$ cat src/hw/rtl/lnod_pkg.sv
// ----------------------------------------------------------------------------
// lnod_pkg
// Shared constants and types of the lidar nearest-obstacle deflection block.
// ----------------------------------------------------------------------------
`default_nettype none

package lnod_pkg;

  // default width of a range sample
  localparam int RANGE_BITS_DEF = 16;

  // Q3.13 angle constants
  localparam int Q_PI          = 25736;
  localparam int Q_HALF_PI     = 12868;
  localparam int Q_TAU         = 51472;
  localparam int Q_3PI4        = 19302;
  localparam int MM_PER_CM     = 10;

  localparam int ANGLE_W       = 16;
  localparam int THRESH_W      = 13;
  localparam int LIMIT_W       = 16;
  localparam int MAG_W         = 15;

  // shared divider: numerator covers threshold times 3pi/4
  localparam int DIV_NUM_W     = THRESH_W + MAG_W;
  localparam int DIV_DEN_W     = THRESH_W;
  localparam int STEP_W        = $clog2(DIV_NUM_W + 1);

  // configuration register indexes
  localparam int CFG_IDX_W     = 3;
  localparam logic [CFG_IDX_W-1:0] CFG_START_ANGLE = 3'd0;
  localparam logic [CFG_IDX_W-1:0] CFG_ANGLE_INC   = 3'd1;
  localparam logic [CFG_IDX_W-1:0] CFG_MIN_RANGE   = 3'd2;
  localparam logic [CFG_IDX_W-1:0] CFG_MAX_RANGE   = 3'd3;
  localparam logic [CFG_IDX_W-1:0] CFG_THRESHOLD   = 3'd4;

  typedef struct packed {
    logic                 start;
    logic [DIV_NUM_W-1:0] num;
    logic [DIV_DEN_W-1:0] den;
    logic [STEP_W-1:0]    steps;
  } div_cmd_t;

  typedef struct packed {
    logic busy;
    logic done;
  } div_stat_t;

endpackage

`default_nettype wire

$ cat src/hw/rtl/lnod_div.sv
// ----------------------------------------------------------------------------
// lnod_div
// Restoring divider, one quotient bit per cycle, numerator MSB-aligned.
// ----------------------------------------------------------------------------
`default_nettype none

module lnod_div (
  input  wire logic                          clk,
  input  wire logic                          rst_n,
  input  wire lnod_pkg::div_cmd_t            cmd,
  output lnod_pkg::div_stat_t                stat,
  output logic [lnod_pkg::DIV_NUM_W-1:0]     quotient
);

  localparam int NW = lnod_pkg::DIV_NUM_W;
  localparam int DW = lnod_pkg::DIV_DEN_W;
  localparam int SW = lnod_pkg::STEP_W;

  logic [NW-1:0] num_r, num_nxt;
  logic [NW-1:0] quo_r, quo_nxt;
  logic [DW-1:0] rem_r, rem_nxt;
  logic [DW-1:0] den_r, den_nxt;
  logic [SW-1:0] cnt_r, cnt_nxt;
  logic          busy_r, busy_nxt;
  logic          done_r, done_nxt;

  logic [DW:0]   trial;
  logic          fits;

  assign trial = {rem_r, num_r[NW-1]};
  assign fits  = trial >= {1'b0, den_r};

  always_comb begin
    num_nxt  = num_r;
    quo_nxt  = quo_r;
    rem_nxt  = rem_r;
    den_nxt  = den_r;
    cnt_nxt  = cnt_r;
    busy_nxt = busy_r;
    done_nxt = 1'b0;
    if (cmd.start) begin
      num_nxt  = cmd.num;
      den_nxt  = cmd.den;
      quo_nxt  = '0;
      rem_nxt  = '0;
      cnt_nxt  = cmd.steps;
      busy_nxt = 1'b1;
    end else if (busy_r) begin
      num_nxt = {num_r[NW-2:0], 1'b0};
      quo_nxt = {quo_r[NW-2:0], fits};
      rem_nxt = fits ? DW'(trial - {1'b0, den_r}) : trial[DW-1:0];
      cnt_nxt = cnt_r - SW'(1);
      if (cnt_r == SW'(1)) begin
        busy_nxt = 1'b0;
        done_nxt = 1'b1;
      end
    end
  end

  always_ff @(posedge clk) begin
    if (!rst_n) begin
      busy_r <= 1'b0;
      done_r <= 1'b0;
      cnt_r  <= '0;
    end else begin
      busy_r <= busy_nxt;
      done_r <= done_nxt;
      cnt_r  <= cnt_nxt;
    end
    num_r <= num_nxt;
    quo_r <= quo_nxt;
    rem_r <= rem_nxt;
    den_r <= den_nxt;
  end

  assign stat.busy = busy_r;
  assign stat.done = done_r;
  assign quotient  = quo_r;

`ifndef SYNTHESIS
  a_rem_below_den: assert property (@(posedge clk) disable iff (!rst_n)
    busy_r && !cmd.start && den_r != '0 |=> rem_r < den_r)
    else $error("divider remainder not below divisor");
  a_done_after_busy: assert property (@(posedge clk) disable iff (!rst_n)
    done_r |-> $past(busy_r))
    else $error("divider done without preceding busy cycle");
  a_no_start_busy: assert property (@(posedge clk) disable iff (!rst_n)
    busy_r && cnt_r == SW'(1) && !cmd.start |=> !busy_r && done_r)
    else $error("divider did not finish on final step");
`endif

endmodule

`default_nettype wire

$ cat src/hw/rtl/lidar_nearest_obstacle_deflection.sv
// ----------------------------------------------------------------------------
// lidar_nearest_obstacle_deflection
// Tracks the nearest kept lidar sample of a scan and emits a steering
// deflection on the last sample.
// ----------------------------------------------------------------------------
//
// channel  direction  handshake             payload
// in_      input      in_valid/in_ready     in_range_mm, in_is_finite, in_last
// out_     output     out_valid/out_ready   out_deflection, out_obstacle_seen
// cfg_     input      cfg_valid/cfg_ready   cfg_index, cfg_data
//
// a sample is converted mm/10 by reciprocal multiply on accept, then goes to
// the nearest compare; in_ready is high only while idle
// a last sample then has one multiply, 28 divider steps for the deflection (none
// if no kept sample is below threshold), then the hand-over to the output register
// rst_n (synchronous) restores register defaults and clears the scan state
// a pending result does not block input; only a second result waits for it
// cfg_ready is always high
//
`default_nettype none

module lidar_nearest_obstacle_deflection #(
  parameter int RANGE_BITS = lnod_pkg::RANGE_BITS_DEF
) (
  input  wire logic                                clk,
  input  wire logic                                rst_n,
  input  wire logic                                in_valid,
  output logic                                     in_ready,
  input  wire logic [RANGE_BITS-1:0]               in_range_mm,
  input  wire logic                                in_is_finite,
  input  wire logic                                in_last,
  output logic                                     out_valid,
  input  wire logic                                out_ready,
  output logic signed [lnod_pkg::ANGLE_W-1:0]      out_deflection,
  output logic                                     out_obstacle_seen,
  input  wire logic                                cfg_valid,
  output logic                                     cfg_ready,
  input  wire logic [lnod_pkg::CFG_IDX_W-1:0]      cfg_index,
  input  wire logic [lnod_pkg::LIMIT_W-1:0]        cfg_data
);

  localparam int AW      = lnod_pkg::ANGLE_W;
  localparam int TW      = lnod_pkg::THRESH_W;
  localparam int LW      = lnod_pkg::LIMIT_W;
  localparam int NW      = lnod_pkg::DIV_NUM_W;
  localparam int MW      = lnod_pkg::MAG_W;
  localparam int SW      = lnod_pkg::STEP_W;
  localparam int XW      = AW + 3;
  localparam int CM_BITS = RANGE_BITS - 3;
  localparam int RW      = (RANGE_BITS > LW) ? RANGE_BITS : LW;
  localparam int CW      = (CM_BITS > TW) ? CM_BITS : TW;

  // ceil(2^(RANGE_BITS+3) / 10): exact mm/10 for every RANGE_BITS-wide range
  localparam int CM_SHIFT = RANGE_BITS + 3;
  localparam int PW       = 2 * RANGE_BITS + 1;
  localparam int CM_RECIP = ((1 << CM_SHIFT) + lnod_pkg::MM_PER_CM - 1)
                            / lnod_pkg::MM_PER_CM;

  localparam logic signed [XW-1:0] X_PI   = XW'(lnod_pkg::Q_PI);
  localparam logic signed [XW-1:0] X_HALF = XW'(lnod_pkg::Q_HALF_PI);
  localparam logic signed [XW-1:0] X_TAU  = XW'(lnod_pkg::Q_TAU);
  localparam logic signed [XW-1:0] X_TAU2 = XW'(2 * lnod_pkg::Q_TAU);

  typedef enum logic [4:0] {
    S_IDLE = 5'b00001,
    S_CM   = 5'b00010,
    S_MUL  = 5'b00100,
    S_DIV  = 5'b01000,
    S_OUT  = 5'b10000
  } state_t;

  state_t state_r, state_nxt;

  // configuration registers
  logic signed [AW-1:0] start_angle_r;
  logic signed [AW-1:0] angle_inc_r;
  logic [LW-1:0]        min_range_r;
  logic [LW-1:0]        max_range_r;
  logic [TW-1:0]        threshold_r;

  // scan state
  logic [AW-1:0]        angle_offset_r, angle_offset_nxt;
  logic [CM_BITS-1:0]   nearest_cm_r, nearest_cm_nxt;
  logic signed [AW-1:0] nearest_angle_r, nearest_angle_nxt;
  logic                 have_r, have_nxt;

  // sample held for the compare cycle
  logic                 keep_r, keep_nxt;
  logic                 last_r, last_nxt;
  logic signed [AW-1:0] angle_r, angle_nxt;
  logic [CM_BITS-1:0]   cm_r, cm_nxt;

  logic signed [AW-1:0] res_defl_r, res_defl_nxt;
  logic                 out_valid_r, out_valid_nxt;
  logic signed [AW-1:0] out_defl_r, out_defl_nxt;
  logic                 out_seen_r, out_seen_nxt;

  lnod_pkg::div_cmd_t   div_cmd;
  lnod_pkg::div_stat_t  div_stat;
  logic [NW-1:0]        div_quo;

  // beam angle
  logic signed [XW-1:0] x_raw, x_wrap, angle_full;
  logic signed [XW-1:0] inc_mod, off_sum;
  logic                 angle_ok, range_ok;
  logic [RW-1:0]        rng_w, min_w, max_w;

  logic                 in_acc;
  logic [PW-1:0]        cm_prod;
  logic [CM_BITS-1:0]   cm_calc;
  logic [CW-1:0]        near_w, thr_w, diff_w;
  logic [NW-1:0]        product;
  logic [MW-1:0]        mag;

  assign in_acc = in_valid && in_ready;

  always_comb begin
    x_raw = X_TAU - XW'(start_angle_r) + $signed(XW'(angle_offset_r));
    if (x_raw >= X_TAU2) begin
      x_wrap = x_raw - X_TAU2;
    end else if (x_raw >= X_TAU) begin
      x_wrap = x_raw - X_TAU;
    end else begin
      x_wrap = x_raw;
    end
    angle_full = X_PI - x_wrap;
    angle_ok   = (angle_full >= -X_HALF) && (angle_full <= X_HALF);

    inc_mod = XW'(angle_inc_r);
    if (inc_mod < 0) begin
      inc_mod = inc_mod + X_TAU;
    end
    off_sum = $signed(XW'(angle_offset_r)) + inc_mod;
    if (off_sum >= X_TAU) begin
      off_sum = off_sum - X_TAU;
    end

    rng_w    = RW'(in_range_mm);
    min_w    = RW'(min_range_r);
    max_w    = RW'(max_range_r);
    range_ok = (rng_w >= min_w) && (rng_w <= max_w);
  end

  assign cm_prod = PW'(in_range_mm) * PW'(CM_RECIP);
  assign cm_calc = cm_prod[CM_SHIFT +: CM_BITS];
  assign near_w  = CW'(nearest_cm_r);
  assign thr_w   = CW'(threshold_r);
  assign diff_w  = thr_w - near_w;
  assign product = NW'(diff_w[TW-1:0]) * NW'(lnod_pkg::Q_3PI4);
  assign mag     = div_quo[MW-1:0];

  always_comb begin
    state_nxt         = state_r;
    angle_offset_nxt  = angle_offset_r;
    nearest_cm_nxt    = nearest_cm_r;
    nearest_angle_nxt = nearest_angle_r;
    have_nxt          = have_r;
    keep_nxt          = keep_r;
    last_nxt          = last_r;
    angle_nxt         = angle_r;
    cm_nxt            = cm_r;
    res_defl_nxt      = res_defl_r;
    out_valid_nxt     = out_valid_r && !out_ready;
    out_defl_nxt      = out_defl_r;
    out_seen_nxt      = out_seen_r;
    div_cmd.start     = 1'b0;
    div_cmd.num       = product;
    div_cmd.den       = threshold_r;
    div_cmd.steps     = SW'(NW);
    in_ready          = 1'b0;

    case (state_r)
      S_IDLE: begin
        in_ready = 1'b1;
        if (in_valid) begin
          keep_nxt         = in_is_finite && range_ok && angle_ok;
          last_nxt         = in_last;
          angle_nxt        = angle_full[AW-1:0];
          cm_nxt           = cm_calc;
          angle_offset_nxt = off_sum[AW-1:0];
          state_nxt        = S_CM;
        end
      end
      S_CM: begin
        // first minimum wins ties
        if (keep_r && (!have_r || cm_r < nearest_cm_r)) begin
          nearest_cm_nxt    = cm_r;
          nearest_angle_nxt = angle_r;
          have_nxt          = 1'b1;
        end
        state_nxt = last_r ? S_MUL : S_IDLE;
      end
      S_MUL: begin
        if (have_r && near_w < thr_w) begin
          div_cmd.start = 1'b1;
          div_cmd.num   = product;
          div_cmd.den   = threshold_r;
          div_cmd.steps = SW'(NW);
          state_nxt     = S_DIV;
        end else begin
          res_defl_nxt = '0;
          state_nxt    = S_OUT;
        end
      end
      S_DIV: begin
        if (div_stat.done) begin
          res_defl_nxt = (nearest_angle_r > 0) ? -$signed(AW'(mag)) : $signed(AW'(mag));
          state_nxt    = S_OUT;
        end
      end
      S_OUT: begin
        if (!out_valid_r || out_ready) begin
          out_valid_nxt     = 1'b1;
          out_defl_nxt      = res_defl_r;
          out_seen_nxt      = have_r;
          angle_offset_nxt  = '0;
          nearest_cm_nxt    = '0;
          nearest_angle_nxt = '0;
          have_nxt          = 1'b0;
          state_nxt         = S_IDLE;
        end
      end
      default: begin
        state_nxt = S_IDLE;
      end
    endcase
  end

  always_ff @(posedge clk) begin
    if (!rst_n) begin
      state_r         <= S_IDLE;
      start_angle_r   <= AW'(-lnod_pkg::Q_PI);
      angle_inc_r     <= '0;
      min_range_r     <= '0;
      max_range_r     <= '1;
      threshold_r     <= TW'(100);
      angle_offset_r  <= '0;
      nearest_cm_r    <= '0;
      nearest_angle_r <= '0;
      have_r          <= 1'b0;
      out_valid_r     <= 1'b0;
    end else begin
      state_r         <= state_nxt;
      angle_offset_r  <= angle_offset_nxt;
      nearest_cm_r    <= nearest_cm_nxt;
      nearest_angle_r <= nearest_angle_nxt;
      have_r          <= have_nxt;
      out_valid_r     <= out_valid_nxt;
      if (cfg_valid) begin
        case (cfg_index)
          lnod_pkg::CFG_START_ANGLE: start_angle_r <= $signed(cfg_data);
          lnod_pkg::CFG_ANGLE_INC:   angle_inc_r   <= $signed(cfg_data);
          lnod_pkg::CFG_MIN_RANGE:   min_range_r   <= cfg_data;
          lnod_pkg::CFG_MAX_RANGE:   max_range_r   <= cfg_data;
          lnod_pkg::CFG_THRESHOLD:   threshold_r   <= cfg_data[TW-1:0];
          default: begin
          end
        endcase
      end
    end
    keep_r     <= keep_nxt;
    last_r     <= last_nxt;
    angle_r    <= angle_nxt;
    cm_r       <= cm_nxt;
    res_defl_r <= res_defl_nxt;
    out_defl_r <= out_defl_nxt;
    out_seen_r <= out_seen_nxt;
  end

  lnod_div u_div (
    .clk      (clk),
    .rst_n    (rst_n),
    .cmd      (div_cmd),
    .stat     (div_stat),
    .quotient (div_quo)
  );

  assign cfg_ready         = 1'b1;
  assign out_valid         = out_valid_r;
  assign out_deflection    = out_defl_r;
  assign out_obstacle_seen = out_seen_r;

`ifndef SYNTHESIS
  a_idle_div_quiet: assert property (@(posedge clk) disable iff (!rst_n)
    state_r == S_IDLE |-> !div_stat.busy)
    else $error("divider busy while waiting for a sample");
  a_done_in_wait: assert property (@(posedge clk) disable iff (!rst_n)
    div_stat.done |-> (state_r == S_CM || state_r == S_DIV))
    else $error("divider result arrived outside a waiting state");
  a_offset_wrapped: assert property (@(posedge clk) disable iff (!rst_n)
    in_acc |=> angle_offset_r < AW'(lnod_pkg::Q_TAU))
    else $error("angle offset not reduced below tau");
  a_empty_zero: assert property (@(posedge clk) disable iff (!rst_n)
    out_valid_r && !out_seen_r |-> out_defl_r == '0)
    else $error("deflection on a scan with no kept sample");
  a_defl_bound: assert property (@(posedge clk) disable iff (!rst_n)
    out_valid_r |-> (out_defl_r <= AW'(lnod_pkg::Q_3PI4))
                    && (out_defl_r >= -AW'(lnod_pkg::Q_3PI4)))
    else $error("deflection outside three quarter pi");
`endif

endmodule

`default_nettype wire

$ cat config.mk
export PLATFORM = sky130hd
export DESIGN_NAME = lidar_nearest_obstacle_deflection
export DESIGN_NICKNAME = d
export VERILOG_FILES = /design/src/hw/rtl/lnod_pkg.sv /design/src/hw/rtl/lnod_div.sv /design/src/hw/rtl/lidar_nearest_obstacle_deflection.sv
export SDC_FILE = /design/constraint.sdc
export NUM_CORES = 1
export LEC_CHECK = 0
export BUFFER_PORTS_ARGS = -buffer_cell sky130_fd_sc_hd__buf_2
export CAP_MARGIN = 20
export CELL_PAD_IN_SITES_DETAIL_PLACEMENT = 1
export CELL_PAD_IN_SITES_GLOBAL_PLACEMENT = 1
export CORE_MARGIN = 4
export CORE_UTILIZATION = 51
export CTS_CLUSTER_DIAMETER = 100
export DETAILED_ROUTE_END_ITERATION = 10
export MAX_ROUTING_LAYER = met4
export PLACE_DENSITY = 0.86
export SLEW_MARGIN = 20
export SYNTH_ARGS = -nofsm -noshare
export SYNTH_HDL_FRONTEND = slang
export SYNTH_HIERARCHICAL = 1
export SYNTH_SLANG_ARGS = --single-unit
$ cat constraint.sdc
create_clock -name clk -period 10.05 [get_ports clk]
set_clock_uncertainty 0.15 [all_clocks]
set_input_delay 1.5075 -clock clk [delete_from_list [all_inputs] [get_ports clk]]
set_output_delay 1.5075 -clock clk [all_outputs]
set_load 0.01 [all_outputs]
==> flow_summary.json <==
{
  "port_buffers": 60,
  "synth.avg_cell_area_um2": 9.19,
  "place.gp.congestion": 0.900,
  "top_usage_layer": "met2",
  "hold_path_depth": 0,
  "first_pass_iters": 5,
  "maxSlewViolCount": 0,
  "dieArea_mm2": 0.0502,
  "ant_nets": 0,
  "grt_start_max_net_pins": 63,
  "drc": 0,
  "vdd_drop_max_mv": 0.229,
  "finalWirelength_mm": 68.3,
  "hold_path.startpoint": "res_defl_r[14]",
  "vias": 19000,
  "cts.sinks": 269,
  "cts.path.max_buffers": 3,
  "cts_inserted_buffers": 34,
  "r2r_start": "near_w[1]",
  "start_kind": "flip-flop",
  "crit_type": "reg -> reg",
  "max_freq_mhz": 114,
  "multiInputGateArea_mm2": 0.0157,
  "globalRouteMet3Util_pct": 3.05,
  "crit_required_ns": 10.19,
  "reg2reg_depth": 35,
  "die_x_um": 224,
  "cts_tree": "built",
  "drive_above_1_share_pct": 8.29,
  "final_nets": 3163,
  "dpl_worst_slack_ns": 1.38,
  "run_status": "completed",
  "max_stage_delay_ns": 0.56,
  "ios": 62,
  "die_y_um": 224,
  "endpoint_kind": "flip-flop",
  "r2r_slack_ns": 1.25,
  "setup_tns_ns": 0,
  "hpwl_mm": 52.7,
  "use_met2_pct": 49.5,
  "r2r-end": "u_div/num_r[27]",
  "via_per_inst": 5.85,
  "max_cap_viol_count": 0,
  "worstSkewPairLatency_ns": 0.55,
  "syn-instance-count": 2588,
  "maxSlewHeadroom_pct": 30.8,
  "syn-cell-area_mm2": 0.0238,
  "wl_per_cell_um": 21.0,
  "cp.arrival_ns": 8.94,
  "final_min_period_over_clock_period_pct": 87.6,
  "met1_usage_pct": 33.7,
  "syn2layout_area_growth_pct": 8.55,
  "powerDensity_mw_per_mm2": 230,
  "holdPathEnd": "out_deflection[14]",
  "layout_setup_ws_ns": 1.25,
  "coreArea_mm2": 0.0458,
  "cpMaxStageDelayCell": "fa_1",
  "drt_iter0_markers": 1063,
  "crit_top_cell": "o21ai_0",
  "nFillCells": 5306,
  "finalNonFillerCells": 3255,
  "hold_path_class": "reg -> reg",
  "grt-ovfl-total": 0,
  "setup_viol": 0,
  "path_clk_slew_ns": 0.06,
  "hold_buffers": 0,
  "antenna_found_initial": 1,
  "grt_pass1_wl_mm": 111,
  "htree_num_levels": 2,
  "tightest_slew_ns": 1.03,
  "rows": 78,
  "hold_viol_final": 0,
  "crit_path_max_fanout": 5,
  "rsz0062_at_grt": "false",
  "min_period_ns": 8.80,
  "start_util_pct": 52.0,
  "dp_cells": 3193,
  "whs_ns": 0.269,
  "gr-usage-all-layers_pct": 28.2,
  "ctsResizeCount": 0,
  "power.leakage_uw": 0.0118,
  "regArea_mm2": 0.00644,
  "root_buffer": "clkbuf_16",
  "post-cts-setup-buffers": 0,
  "grt_pass1_vias": 21000,
  "synth_warnings": 6
}
[layout by cell type, fill, tap and decap left out, types with 36 or more instances in the layout]
| master | n |
|---|---|
| nor2_1 | 142 |
| nor3_1 | 36 |
| xor2_1 | 44 |
| xnor2_1 | 80 |
| nand2_1 | 268 |
| o21ai_0 | 99 |
| o211ai_1 | 40 |
| fa_1 | 138 |
| edfxtp_1 | 105 |
| dfxtp_1 | 164 |
| a21oi_1 | 140 |
| buf_2 | 60 |
| inv_1 | 365 |
| ha_1 | 354 |
| a21o_1 | 55 |
| nand3_1 | 80 |
[area by class of cell]
type,count,share of cell area [%]
diodes,1,0.00969
clock buffers,47,3.76
clock inverters,14,0.557
inverters,367,5.34
multi-input cells,1884,61.0
flip-flops and latches,269,24.9
well taps,600,2.91
repair buffers,73,1.54
[sequential cells by signal, summed over array words and instances, names as in the netlist, 15 cells and up]
| name | cells |
|---|---|
| start_angle_r | 16 |
| out_deflection | 16 |
| res_defl_r | 16 |
| angle_offset_r | 16 |
| angle_r | 16 |
| u_div/num_r | 28 |
| min_range_r | 16 |
| angle_inc_r | 16 |
| nearest_angle_r | 16 |
| max_range_r | 16 |
| u_div/quotient | 15 |
[worst max-delay path by stage]
stage,start,to,slack (ns),cells after the start
5_1_grt,near_w[1],u_div/num_r[27],0.62,35
2_1_floorplan,near_w[1],u_div/num_r[27],2.39,35
3_3_place_gp,near_w[1],u_div/num_r[27],1.84,35
6_report,near_w[1],u_div/num_r[27],1.25,35
3_5_place_dp,near_w[1],u_div/num_r[27],1.38,35
4_1_cts,near_w[1],u_div/num_r[27],1.21,35
[metrics by stage]
stage,power [µW],instance area [µm²],utilization [%]
3_3_place_gp,4420,24700,53.9
2_1_floorplan,3820,23800,-
4_1_cts,5980,25800,56.4
6_report,5930,25800,56.4
5_1_grt,6480,25800,56.4
3_5_place_dp,4660,24700,53.9
[power breakdown]
| part | switching [µW] | leakage [µW] | internal [µW] |
|---|---|---|---|
| Combinational | 1940 | 0.00895 | 1440 |
| Sequential | 46.8 | 0.00229 | 1270 |
| Clock | 509 | 0.000549 | 732 |
| Total | 2490 | 0.0118 | 3440 |
[routing by layer]
metal | vias up | wire (µm)
li1 | 8976 | -
met1 | 9524 | 29200
met2 | 377 | 34500
met3 | 150 | 2130
met4 | 0 | 2490
met5 | - | 0
[critical path: cells and delay by family (launching register included)]
family	cells	cell delay [ns]
muxes	1	0.26
buffers and inverters	3	0.23
adders and majority gates	7	2.93
and+or+nand+nor	5	0.79
DFF	1	0.34
xor gates and xnor gates	1	0.15
AOI/OAI and AO/OA	18	3.68
Power figures use the tool's default switching activity.
